**src/hw/rtl/supervisory_frame_arq_receiver_assert.svh**
```systemverilog
// Assertion macros shared by the supervisory frame ARQ receiver RTL.
// Needs nothing else; included by the files that carry assertions.
`ifndef SUPERVISORY_FRAME_ARQ_RECEIVER_ASSERT_SVH
`define SUPERVISORY_FRAME_ARQ_RECEIVER_ASSERT_SVH

// Same-cycle implication, checked outside of reset.
`define SFAR_ASSERT_IMPL(label, clk, rst_n, ante, cons) \
    label: assert property (@(posedge clk) disable iff (!rst_n) (ante) |-> (cons)) \
        else $error("sfar assertion failed");

// Next-cycle implication, checked outside of reset.
`define SFAR_ASSERT_NEXT(label, clk, rst_n, ante, cons) \
    label: assert property (@(posedge clk) disable iff (!rst_n) (ante) |=> (cons)) \
        else $error("sfar assertion failed");

`endif

```
**src/hw/rtl/sfar_pkg.sv**
```systemverilog
// Types, codes and constants of the supervisory frame ARQ receiver.
// Used by every module of the block; depends on nothing.
`default_nettype none

package sfar_pkg;

    localparam logic [7:0] FRAME_FLAG = 8'h7E;
    localparam logic [7:0] CTL_UA     = 8'h07;
    localparam logic [7:0] CTL_DISC   = 8'h0B;
    localparam logic [7:0] CTL_RR0    = 8'h05;
    localparam logic [7:0] CTL_RR1    = 8'h85;
    localparam logic [7:0] CTL_REJ0   = 8'h01;
    localparam logic [7:0] CTL_REJ1   = 8'h81;

    localparam logic [7:0]  ADDR_RESET    = 8'h03;
    localparam logic [15:0] TIMEOUT_RESET = 16'd3;
    localparam logic [3:0]  ATTEMPT_RESET = 4'd3;

    typedef enum logic [1:0] {
        CMD_START = 2'd0,
        CMD_BYTE  = 2'd1,
        CMD_TICK  = 2'd2
    } t_cmd;

    typedef enum logic [1:0] {
        REG_ADDRESS = 2'd0,
        REG_TIMEOUT = 2'd1,
        REG_ATTEMPTS = 2'd2
    } t_reg_index;

    typedef enum logic [3:0] {
        RES_NONE      = 4'd0,
        RES_RR0       = 4'd1,
        RES_RR1       = 4'd2,
        RES_REJ0      = 4'd3,
        RES_REJ1      = 4'd4,
        RES_DISC      = 4'd5,
        RES_UNKNOWN   = 4'd6,
        RES_UA_SENT   = 4'd7,
        RES_EXHAUSTED = 4'd8
    } t_result;

    // A received UA reply shares code zero with the idle value.
    localparam t_result RES_UA = RES_NONE;

    typedef enum logic [2:0] {
        PH_HUNT = 3'd0,
        PH_FLAG = 3'd1,
        PH_ADDR = 3'd2,
        PH_CTRL = 3'd3,
        PH_BCC  = 3'd4
    } t_rx_phase;

    typedef struct packed {
        logic restart;
        logic step;
    } t_rx_ctrl;

    typedef struct packed {
        logic clear;
        logic tick;
    } t_tmr_ctrl;

    typedef struct packed {
        logic timeout;
        logic exhausted;
    } t_tmr_status;

    function automatic t_result map_control(input logic [7:0] ctl);
        t_result res;
        unique case (ctl)
            CTL_UA:   res = RES_UA;
            CTL_RR0:  res = RES_RR0;
            CTL_RR1:  res = RES_RR1;
            CTL_REJ0: res = RES_REJ0;
            CTL_REJ1: res = RES_REJ1;
            CTL_DISC: res = RES_DISC;
            default:  res = RES_UNKNOWN;
        endcase
        return res;
    endfunction

endpackage

`default_nettype wire

```
**src/hw/rtl/supervisory_frame_arq_receiver.sv**
```systemverilog
// Top level of the supervisory frame ARQ receiver: handshake, registers,
// transaction state and result word. Depends on sfar_pkg, sfar_frame_rx,
// sfar_timer and the assertion macro header.
`default_nettype none

// Stop-and-wait sender control that waits for a supervisory reply frame.
// Every input word (start, received byte or timer tick) yields exactly one
// result word. The block takes one word per clock cycle while the output is
// not stalled: a word is held in the input register, and the recognizer,
// timer and transaction state are updated as it moves into the result
// register, from which its result is shown. The input register and the result
// register each hold a word, so input is taken while a result waits.
// Configuration is written through i_cfg_we / i_cfg_index / i_cfg_data:
// index 0 address byte, 1 timeout ticks, 2 attempt limit.
module supervisory_frame_arq_receiver (
    input  wire logic        i_clk,
    input  wire logic        i_rst_n,
    input  wire logic        i_cfg_we,
    input  wire logic [1:0]  i_cfg_index,
    input  wire logic [15:0] i_cfg_data,
    input  wire logic        i_in_valid,
    output logic             o_in_stall,
    input  wire logic [1:0]  i_command,
    input  wire logic [7:0]  i_rx_byte,
    input  wire logic        i_frame_is_ua,
    output logic             o_out_valid,
    input  wire logic        i_out_stall,
    output logic             o_transmit,
    output logic             o_done_res,
    output logic [3:0]       o_result_code,
    output logic             o_busy_res
);
    import sfar_pkg::*;

`include "supervisory_frame_arq_receiver_assert.svh"

    logic [7:0]  r_address;
    logic [15:0] r_timeout;
    logic [3:0]  r_max_attempts;

    logic        r_in_valid;
    logic [1:0]  r_command;
    logic [7:0]  r_rx_byte;
    logic        r_frame_is_ua;

    logic        r_out_valid;
    logic        r_transmit;
    logic        r_done;
    t_result     r_code;
    logic        r_busy;

    logic        r_waiting, n_waiting;
    logic        advance;
    logic        in_accept;
    logic        is_start, is_byte, is_tick;
    logic        frame_done;
    logic [7:0]  control_byte;
    t_rx_ctrl    rx_ctrl;
    t_tmr_ctrl   tmr_ctrl;
    t_tmr_status tmr_status;
    logic        n_transmit;
    logic        n_done;
    t_result     n_code;

    assign advance    = r_in_valid && (!r_out_valid || !i_out_stall);
    assign o_in_stall = r_in_valid && !advance;
    assign in_accept  = i_in_valid && !o_in_stall;

    always_ff @(posedge i_clk) begin
        if (!i_rst_n) begin
            r_address      <= ADDR_RESET;
            r_timeout      <= TIMEOUT_RESET;
            r_max_attempts <= ATTEMPT_RESET;
        end else if (i_cfg_we) begin
            unique case (i_cfg_index)
                REG_ADDRESS:  r_address      <= i_cfg_data[7:0];
                REG_TIMEOUT:  r_timeout      <= i_cfg_data;
                REG_ATTEMPTS: r_max_attempts <= i_cfg_data[3:0];
                default: begin
                end
            endcase
        end
    end

    always_ff @(posedge i_clk) begin
        if (!i_rst_n) begin
            r_in_valid <= 1'b0;
        end else if (in_accept) begin
            r_in_valid <= 1'b1;
        end else if (advance) begin
            r_in_valid <= 1'b0;
        end
    end

    always_ff @(posedge i_clk) begin
        if (in_accept) begin
            r_command     <= i_command;
            r_rx_byte     <= i_rx_byte;
            r_frame_is_ua <= i_frame_is_ua;
        end
    end

    assign is_start = advance && (r_command == CMD_START);
    assign is_byte  = advance && (r_command == CMD_BYTE) && r_waiting;
    assign is_tick  = advance && (r_command == CMD_TICK) && r_waiting;

    // A retransmit or a new start drops any half-received reply.
    assign rx_ctrl.restart = is_start || tmr_status.timeout;
    assign rx_ctrl.step    = is_byte;
    assign tmr_ctrl.clear  = is_start;
    assign tmr_ctrl.tick   = is_tick;

    sfar_frame_rx u_frame_rx (
        .i_clk          (i_clk),
        .i_rst_n        (i_rst_n),
        .i_ctrl         (rx_ctrl),
        .i_rx_byte      (r_rx_byte),
        .i_address_byte (r_address),
        .o_frame_done   (frame_done),
        .o_control_byte (control_byte)
    );

    sfar_timer u_timer (
        .i_clk           (i_clk),
        .i_rst_n         (i_rst_n),
        .i_ctrl          (tmr_ctrl),
        .i_timeout_ticks (r_timeout),
        .i_max_attempts  (r_max_attempts),
        .o_status        (tmr_status)
    );

    always_comb begin
        n_waiting  = r_waiting;
        n_transmit = 1'b0;
        n_done     = 1'b0;
        n_code     = RES_NONE;
        if (is_start) begin
            n_transmit = 1'b1;
            n_waiting  = !r_frame_is_ua;
            if (r_frame_is_ua) begin
                n_done = 1'b1;
                n_code = RES_UA_SENT;
            end
        end else if (frame_done) begin
            n_waiting = 1'b0;
            n_done    = 1'b1;
            n_code    = map_control(control_byte);
        end else if (tmr_status.exhausted) begin
            n_waiting = 1'b0;
            n_done    = 1'b1;
            n_code    = RES_EXHAUSTED;
        end else if (tmr_status.timeout) begin
            n_transmit = 1'b1;
        end
    end

    always_ff @(posedge i_clk) begin
        if (!i_rst_n) begin
            r_waiting   <= 1'b0;
            r_out_valid <= 1'b0;
        end else begin
            r_waiting <= n_waiting;
            if (advance) begin
                r_out_valid <= 1'b1;
            end else if (!i_out_stall) begin
                r_out_valid <= 1'b0;
            end
        end
    end

    always_ff @(posedge i_clk) begin
        if (advance) begin
            r_transmit <= n_transmit;
            r_done     <= n_done;
            r_code     <= n_code;
            r_busy     <= n_waiting;
        end
    end

    assign o_out_valid   = r_out_valid;
    assign o_transmit    = r_transmit;
    assign o_done_res    = r_done;
    assign o_result_code = r_code;
    assign o_busy_res    = r_busy;

    `SFAR_ASSERT_IMPL(a_done_not_busy, i_clk, i_rst_n, r_out_valid && r_done, !r_busy)
    `SFAR_ASSERT_IMPL(a_code_only_when_done, i_clk, i_rst_n, r_out_valid && !r_done,
        r_code == RES_NONE)
    `SFAR_ASSERT_IMPL(a_resend_while_waiting, i_clk, i_rst_n,
        r_out_valid && r_transmit && !r_done, r_busy)
    `SFAR_ASSERT_NEXT(a_exhaust_ends_wait, i_clk, i_rst_n, tmr_status.exhausted, !r_waiting)
    `SFAR_ASSERT_NEXT(a_result_tracks_state, i_clk, i_rst_n, advance, r_busy == r_waiting)

endmodule

`default_nettype wire

```
**src/hw/rtl/sfar_frame_rx.sv**
```systemverilog
// Reply frame recognizer: FLAG, address, control, BCC, FLAG.
// Depends on sfar_pkg for the phase type and frame constants.
`default_nettype none

module sfar_frame_rx (
    input  wire logic              i_clk,
    input  wire logic              i_rst_n,
    input  wire sfar_pkg::t_rx_ctrl i_ctrl,
    input  wire logic [7:0]        i_rx_byte,
    input  wire logic [7:0]        i_address_byte,
    output logic                   o_frame_done,
    output logic [7:0]             o_control_byte
);
    import sfar_pkg::*;

    t_rx_phase  r_phase, n_phase;
    logic [7:0] r_control, n_control;

    always_ff @(posedge i_clk) begin
        if (!i_rst_n) begin
            r_phase   <= PH_HUNT;
            r_control <= 8'h00;
        end else begin
            r_phase   <= n_phase;
            r_control <= n_control;
        end
    end

    always_comb begin
        n_phase      = r_phase;
        n_control    = r_control;
        o_frame_done = 1'b0;
        if (i_ctrl.restart) begin
            n_phase = PH_HUNT;
        end else if (i_ctrl.step) begin
            unique case (r_phase)
                PH_HUNT: begin
                    if (i_rx_byte == FRAME_FLAG) n_phase = PH_FLAG;
                end
                PH_FLAG: begin
                    // The address match is tested first, so an address equal
                    // to the flag still opens a frame.
                    if (i_rx_byte == i_address_byte)  n_phase = PH_ADDR;
                    else if (i_rx_byte == FRAME_FLAG) n_phase = PH_FLAG;
                    else                              n_phase = PH_HUNT;
                end
                PH_ADDR: begin
                    if (i_rx_byte == FRAME_FLAG) begin
                        n_phase = PH_FLAG;
                    end else begin
                        n_control = i_rx_byte;
                        n_phase   = PH_CTRL;
                    end
                end
                PH_CTRL: begin
                    if (i_rx_byte == FRAME_FLAG)                       n_phase = PH_FLAG;
                    else if (i_rx_byte == (i_address_byte ^ r_control)) n_phase = PH_BCC;
                    else                                                n_phase = PH_HUNT;
                end
                PH_BCC: begin
                    o_frame_done = (i_rx_byte == FRAME_FLAG);
                    n_phase      = PH_HUNT;
                end
                default: begin
                    n_phase = PH_HUNT;
                end
            endcase
        end
    end

    assign o_control_byte = r_control;

endmodule

`default_nettype wire

```
**src/hw/rtl/sfar_timer.sv**
```systemverilog
// Reply timeout and attempt counter of the supervisory frame ARQ receiver.
// Depends on sfar_pkg for the control and status structs.
`default_nettype none

module sfar_timer (
    input  wire logic                i_clk,
    input  wire logic                i_rst_n,
    input  wire sfar_pkg::t_tmr_ctrl i_ctrl,
    input  wire logic [15:0]         i_timeout_ticks,
    input  wire logic [3:0]          i_max_attempts,
    output sfar_pkg::t_tmr_status    o_status
);
    import sfar_pkg::*;

    logic [15:0] r_ticks, n_ticks;
    logic [3:0]  r_attempts, n_attempts;
    logic [15:0] ticks_inc;
    logic [3:0]  attempts_inc;
    logic        expired;

    assign ticks_inc    = r_ticks + 16'd1;
    assign attempts_inc = r_attempts + 4'd1;
    // A zero limit always compares as reached, which makes zero act as one.
    assign expired      = (ticks_inc >= i_timeout_ticks);

    always_ff @(posedge i_clk) begin
        if (!i_rst_n) begin
            r_ticks    <= '0;
            r_attempts <= '0;
        end else begin
            r_ticks    <= n_ticks;
            r_attempts <= n_attempts;
        end
    end

    always_comb begin
        n_ticks            = r_ticks;
        n_attempts         = r_attempts;
        o_status.timeout   = 1'b0;
        o_status.exhausted = 1'b0;
        if (i_ctrl.clear) begin
            n_ticks    = '0;
            n_attempts = '0;
        end else if (i_ctrl.tick) begin
            if (expired) begin
                n_ticks            = '0;
                n_attempts         = attempts_inc;
                o_status.timeout   = 1'b1;
                o_status.exhausted = (attempts_inc >= i_max_attempts);
            end else begin
                n_ticks = ticks_inc;
            end
        end
    end

endmodule

`default_nettype wire

```
**config.mk**
```make
export PLATFORM = sky130hd
export DESIGN_NAME = supervisory_frame_arq_receiver
export DESIGN_NICKNAME = d
export VERILOG_FILES = /design/src/hw/rtl/sfar_pkg.sv /design/src/hw/rtl/supervisory_frame_arq_receiver.sv /design/src/hw/rtl/sfar_frame_rx.sv /design/src/hw/rtl/sfar_timer.sv
export VERILOG_INCLUDE_DIRS = /design/src /design/src/hw/rtl
export SDC_FILE = /design/constraint.sdc
export NUM_CORES = 1
export LEC_CHECK = 0
export BUFFER_PORTS_ARGS = -buffer_cell sky130_fd_sc_hd__buf_2
export CAP_MARGIN = 0
export CORE_ASPECT_RATIO = 1.4
export CORE_MARGIN = 4
export CORE_UTILIZATION = 55
export DETAILED_ROUTE_END_ITERATION = 10
export PLACE_DENSITY = 0.75
export SYNTH_ARGS = -nofsm -noshare
export SYNTH_HDL_FRONTEND = slang
export SYNTH_SLANG_ARGS = --single-unit
```
**constraint.sdc**
```tcl
create_clock -name i_clk -period 3.5 [get_ports i_clk]
set_input_delay 0.525 -clock i_clk [delete_from_list [all_inputs] [get_ports i_clk]]
set_output_delay 0.525 -clock i_clk [all_outputs]
set_load 0.02 [all_outputs]
```
# Yosys cells after proc, flatten, opt, wreduce, memory -nomap -nowiden
# Index checks and enable logic that the tools add are counted.
[classes]
add_sub_neg = 2
n_mul = 0
div = 0
magnitude_cmp = 2
eq_ne = 19
shifts = 0
n_mux = 33
n_bitwise = 4
n_reduce_logical = 27
[op_table]
columns = ["op", "count"]
rows = [
  ["$mux W1", 18],
  ["$pmux W3 S6", 1],
  ["$add A16 B1 Y16 const B", 1],
  ["$eq A8 B3 Y1 const B", 2],
  ["$eq A8 B8 Y1", 2],
  ["$eq A8 B8 Y1 const B", 2],
  ["$ge A16 B16 Y1", 1],
  ["$mux W16", 1],
  ["$mux W3", 5],
  ["$mux W4", 3],
  ["$pmux W3 S4", 1],
  ["$reduce_and A2 Y1", 5],
  ["$eq A8 B1 Y1 const B", 1],
  ["$eq A8 B4 Y1 const B", 1],
  ["$eq A8 B7 Y1 const B", 1],
  ["$logic_and A1 B1 Y1", 8],
  ["$mux W2", 4],
  ["$xor A8 B8 Y8", 1],
  ["$eq A3 B2 Y1 const B", 2],
  ["$logic_not A1 Y1", 5],
  ["$add A4 B1 Y4 const B", 1],
  ["$eq A2 B1 Y1 const B", 2],
  ["$eq A2 B2 Y1 const B", 2],
  ["$ge A4 B4 Y1", 1],
  ["10 further kinds", 16],
]
[word_totals]
ff_bits = 80
latch_bits = 0
mem_bits_rw = 0
romBits = 0
inputBits = 34
output_inout_bits = 9
wordCells = 104
memories = 0

# Depth between registers and ports, before layout
[depth]
ltp_word = 11
depth_mapped = 15
depth_no_buf = 12

# Hierarchy
# Synthesis repeated with hierarchy kept, for this count alone.
[hier_totals]
cells_unflattened = 450
hier_area_um2 = 4190.3
[modules_own_cells]
columns = ["module", "n_inst", "cells_each", "area_each_um2", "seq_area_each_um2"]
rows = [
  ["supervisory_frame_arq_receiver", 1, 174, 1859.3, 1161.1],
  ["sfar_timer", 1, 202, 1641.6, 400.4],
  ["sfar_frame_rx", 1, 74, 689.4, 220.2],
]

# Worst setup path after synthesis
# OpenSTA, ideal clock, no wires.
[synth_timing]
kind = "reg2reg"
from = "reg u_timer.r_ticks[2]"
to = "reg r_done, in the netlist o_done_res (data pin)"
setup_ns = 0.279
arrival_ns = 2.838
t_required_ns = 3.221
setup_slack_ns = 0.383
stages_incl_launch_ff = 15
n_path_buf = 3
period_less_slack_ns = 3.117
cell_sequence = "dfxtp_1 -> clkbuf_1 -> nand3_1 -> nor2_1 -> nand3_1 -> nor2_1 -> xor2_1 -> ha_1 -> a211oi_1 -> nor2_1 -> nor4_2 -> and3_1 -> clkbuf_1 -> buf_2 -> o311ai_0"
[synth_between]
elab_chain_cells = 9
word_cells_on_any_way = 10
classes_between = "1 x add/sub; 1 x order compare; 7 x mux; 1 x reduce/logical"
[synth_lines]
columns = ["item", "line_no", "source"]
rows = [
  ["from (decl)", "sfar_timer.sv:15", "logic [15:0] r_ticks, n_ticks;"],
  ["from (signal assigned)", "sfar_timer.sv:31", "r_ticks <= n_ticks;"],
  ["$add A16 B1 Y16 *", "sfar_timer.sv:21", "assign ticks_inc = r_ticks + 16'd1;"],
  ["$ge A16 B16 Y1 *", "sfar_timer.sv:24", "assign expired = (ticks_inc >= i_timeout_ticks);"],
  ["$mux W2 *", "sfar_timer.sv:45", "if (expired) begin"],
  ["$mux W2 *", "sfar_timer.sv:44", "end else if (i_ctrl.tick) begin"],
  ["$mux W2 *", "sfar_timer.sv:41", "if (i_ctrl.clear) begin"],
  ["$logic_or A1 B1 Y1", "supervisory_frame_arq_receiver.sv:108", "assign rx_ctrl.restart = is_start || tmr_status.timeout;"],
  ["$mux W1", "sfar_frame_rx.sv:33", "if (i_ctrl.restart) begin"],
  ["$mux W1 *", "supervisory_frame_arq_receiver.sv:144", "end else if (frame_done) begin"],
  ["$mux W1 *", "supervisory_frame_arq_receiver.sv:137", "if (is_start) begin"],
  ["named net n_done", "supervisory_frame_arq_receiver.sv:62", "logic n_done;"],
  ["to (signal assigned)", "supervisory_frame_arq_receiver.sv:174", "r_done <= n_done;"],
  ["to (decl)", "supervisory_frame_arq_receiver.sv:48", "logic r_done;"],
]
# The timed path passes the listed nets; every way through them passes the cells marked *.
# A chain may end at the register's enable or synchronous reset.

# Worst setup path after layout
[layout_timing]
from = "reg u_timer.r_ticks[1]"
to = "reg u_timer.r_ticks[11]"
[layout_between]
elab_chain_cells = 3
[layout_lines]
columns = ["item", "line_no"]
rows = [
  ["$add A16 B1 Y16 *", "sfar_timer.sv:21"],
  ["$ge A16 B16 Y1", "sfar_timer.sv:24"],
  ["$mux W16 *", "sfar_timer.sv:45"],
]
# Every way passes the cells marked *; elsewhere a longest branch is shown, timed or not.

==> impl_metrics.csv <==
group,metric,value,unit
synth,synth_compound_area_frac,0.1076,
worst_hold_path,hp-start,"i_rx_byte[3]",
layout,syn2layout_area_growth,13.51,%
floorplanning,io_pins,43,
clock_network,cts_tree,"yes",
routing,wl_met3,247,um
synth,synth_edf_count,18,
worst_setup_path,crit_start,"u_timer.r_ticks[1]$_SDFFE_PP0P_",
worst_setup_path,crit_fanout,9,
clock_network,root_buffer,"clkbuf_8",
synth,synth_ff_type,"dfxtp_1",
global_route,globalRoute.totalOverflow,0,
timing,fin_skew,14.52,ps
layout,final_common_cell,"nand2_1",
layout,antenna_cells,0,
synth,synth-xor-area-share,0.06906,
clock_network,cts_buffers,9,
clock_network,clock_path_buffers,2,
floorplanning,core_area,7361,um^2
routing,via_count,3397,
layout,final_cell_mix,"nand2_1 (69), dfxtp_1 (57), buf_2 (42)",
clock_network,postCtsHoldBufs,0,
routing,drc,0,
synth,yosysWarningCount,0,
synth,syn-num-nets,519,
clock_network,insertion_delay,360,ps
worst_setup_path,cp-start-kind,"flop",
routing,drt_iter0_drc,194,
timing,fin_hold_ws,339.5,ps
synth,yosys.area_share.adder,0.06816,
global_route,grt_use_total,0.2130,
place,hpwl,6911,um
routing,highest_layer,"met4",
synth,synth_top_area_frac,0.2966,
worst_setup_path,critical_path_class,"reg -> reg",
routing,routed_wl,9175,um
layout,post-route-util,0.6454,
synth,synth_cell_types,51,
synth,synth-async-reset-ratio,0,
timing,slew_viol_final,0,
worst_setup_path,cp.arrival,3590,ps
timing,fin_crit_sh,0.9440,
job,cap_violations,0,
synth,synth_largest_area_cell,"dfxtp_1",
synth,postSynthCellCount,463,
worst_setup_path,end_kind,"flop",
synth,seq_area_frac_synth,0.4257,
global_route,grt_first_pass_wirelength,15000,um
floorplanning,die_height,111.2,um
global_route,first_global_vias,3435,
pwr,power_density,378.5,nW/um^2
global_route,antenna_found_initial,0,
routing,wl_met2,5001,um
worst_setup_path,reg2reg_setup_slack,200,ps
floorplanning,dieArea,9089,um^2
floorplanning,start_util,0.5686,
clock_network,htree_levels,3,
timing,fmax,302.7,MHz
synth,synth_top_family_by_area,"simple AND/OR/NAND/NOR gates",
synth,synth_area,4185,um^2
layout,nNetsFinal,563,
pwr,leakagePower,1.822,nW
place,gp_congestion,0.8592,
floorplanning,fp-row-count,37,
worst_hold_path,hold_path.class,"in -> reg",
timing,timing.final.crit_period,3304,ps
timing,finalSetupViolations,0,
pwr,p_total,0.001798,W
synth,yosys-mux-area-fraction,0.04544,
worst_setup_path,r2r-start,"u_timer.r_ticks[1]$_SDFFE_PP0P_",
synth,synth_area_leaders,"dfxtp_1 (30%), edfxtp_1 (13%), ha_1 (6.6%)",
routing,drtPass1Iterations,4,
layout,multiInputGateArea,2261,um^2
floorplanning,dieWidth,81.73,um
routing,m1WireLength,3524,um
layout,drive_gt1_frac,0.1836,
timing,slew_headroom,0.3896,
outcome,status,"finished, final reports clean",
clock_network,cts.clk_slew.worst_paths,80,ps
layout,num-fill-cells,595,
timing,hold_violations,0,
routing,post_drt_via_cell_ratio,5.578,
clock_network,cts_sinks,80,
routing,wl_per_cell,15.07,um
routing,antenna_left,0,
place,io_buffers,42,
global_route,grt_max_degree,33,
pwr,ir_drop,0.3481,mV
synth,postSynthAreaPerCell,9.039,um^2
timing,tightest_slew,913.8,ps
worst_setup_path,worstPathRequired,3780,ps
layout,seq_area,1788,um^2
synth,ys_seq_elements,80,
synth,yosys.area_share.simple,0.2425,
[sequential cells by signal (all words and copies together) (netlist names), 2 cells and up]
signal and cells:
u_timer.r_ticks 16, r_rx_byte 8, u_timer.r_attempts 4, r_timeout 16, r_command 2, u_frame_rx.o_control_byte 8
r_address 8, u_frame_rx.r_phase 3, o_result_code 4, r_max_attempts 4
[worst paths after layout]
path	end	cells after the start
setup reg to reg	u_timer.r_ticks[11]$_SDFFE_PP0P_	13
hold / removal	r_rx_byte[3]$_DFFE_PP_	1
hold reg to reg	r_timeout[3]$_SDFFE_PN0P_	2
setup / recovery	u_timer.r_ticks[11]$_SDFFE_PP0P_	13
[where the power goes]
part	internal [W]	switching [W]	total [W]
clock	0.000346	0.000322	0.000668
sequential	0.000969	0.0000168	0.000985
combinational	0.0000618	0.0000830	0.000145
total	0.00138	0.000422	0.00180
[cell usage after synthesis, types with 14 or more instances]
master,instances
clkbuf_1,18
nor2b_1,19
edfxtp_1,18
nand2_1,69
nor2_1,16
xnor2_1,19
a21boi_0,14
dfxtp_1,62
mux2i_1,19
ha_1,22
a21oi_1,20
inv_1,22
xor2_1,14
nand3_1,31
o21ai_0,14
[cell families after synthesis]
| group | Yosys count |
|---|---|
| flip-flops | 80 |
| buffers and inverters | 44 |
| AND/OR/NAND/NOR | 194 |
| multiplexers | 19 |
| XOR/XNOR | 33 |
| AO/OA/AOI/OAI | 70 |
| adder cells (fa/ha/maj) | 23 |
[final cells by class]
class                           instances  share of cell area
Clock buffer                           12             0.03055
Timing Repair Buffer                   55             0.06479
Sequential cell                        80              0.3763
Tap cell                               97             0.02555
Multi-Input combinational cell        339              0.4759
Inverter                               22             0.01738
Clock inverter                          4            0.009481
[metal layers]
| metal | vias up | global-route usage |
|---|---|---|
| met3 | 33 | 0.04065 |
| met1 | 1600 | 0.2252 |
| met5 | - | 0 |
| met2 | 59 | 0.3751 |
| met4 | 0 | 0.1264 |
| li1 | 1705 | - |
[worst max-delay path, stage by stage (launching register included)]
cell and delay (ps):
dfxtp_1 430, ha_1 230, nand4_1 100, nor2_1 230, nand3_1 130, xnor2_1 240, ha_1 280, nand4_1 180
nor3_2 80, nor4_2 270, buf_4 170, nand3_2 200, or4_1 510, a31oi_1 190
[per-stage QoR]
step                instances  setup TNS [ps]  area [um^2]  setup slack [ps]
finish                    609               0         4751             196.2
global route              609          -144.2         4751            -33.66
CTS                       607               0         4698             12.49
detailed placement        591               0         4508             26.57
global placement          591               0         4508             209.0
floorplan                 463               0         4185             383.0
[what timing repair did]
action / 4_1_cts / 5_1_grt
setup buffers: 0 / 2
setup endpoints to repair: 0 / 26
gates resized for setup: 0 / 12
No activity file was read; power rests on OpenSTA's default activity.
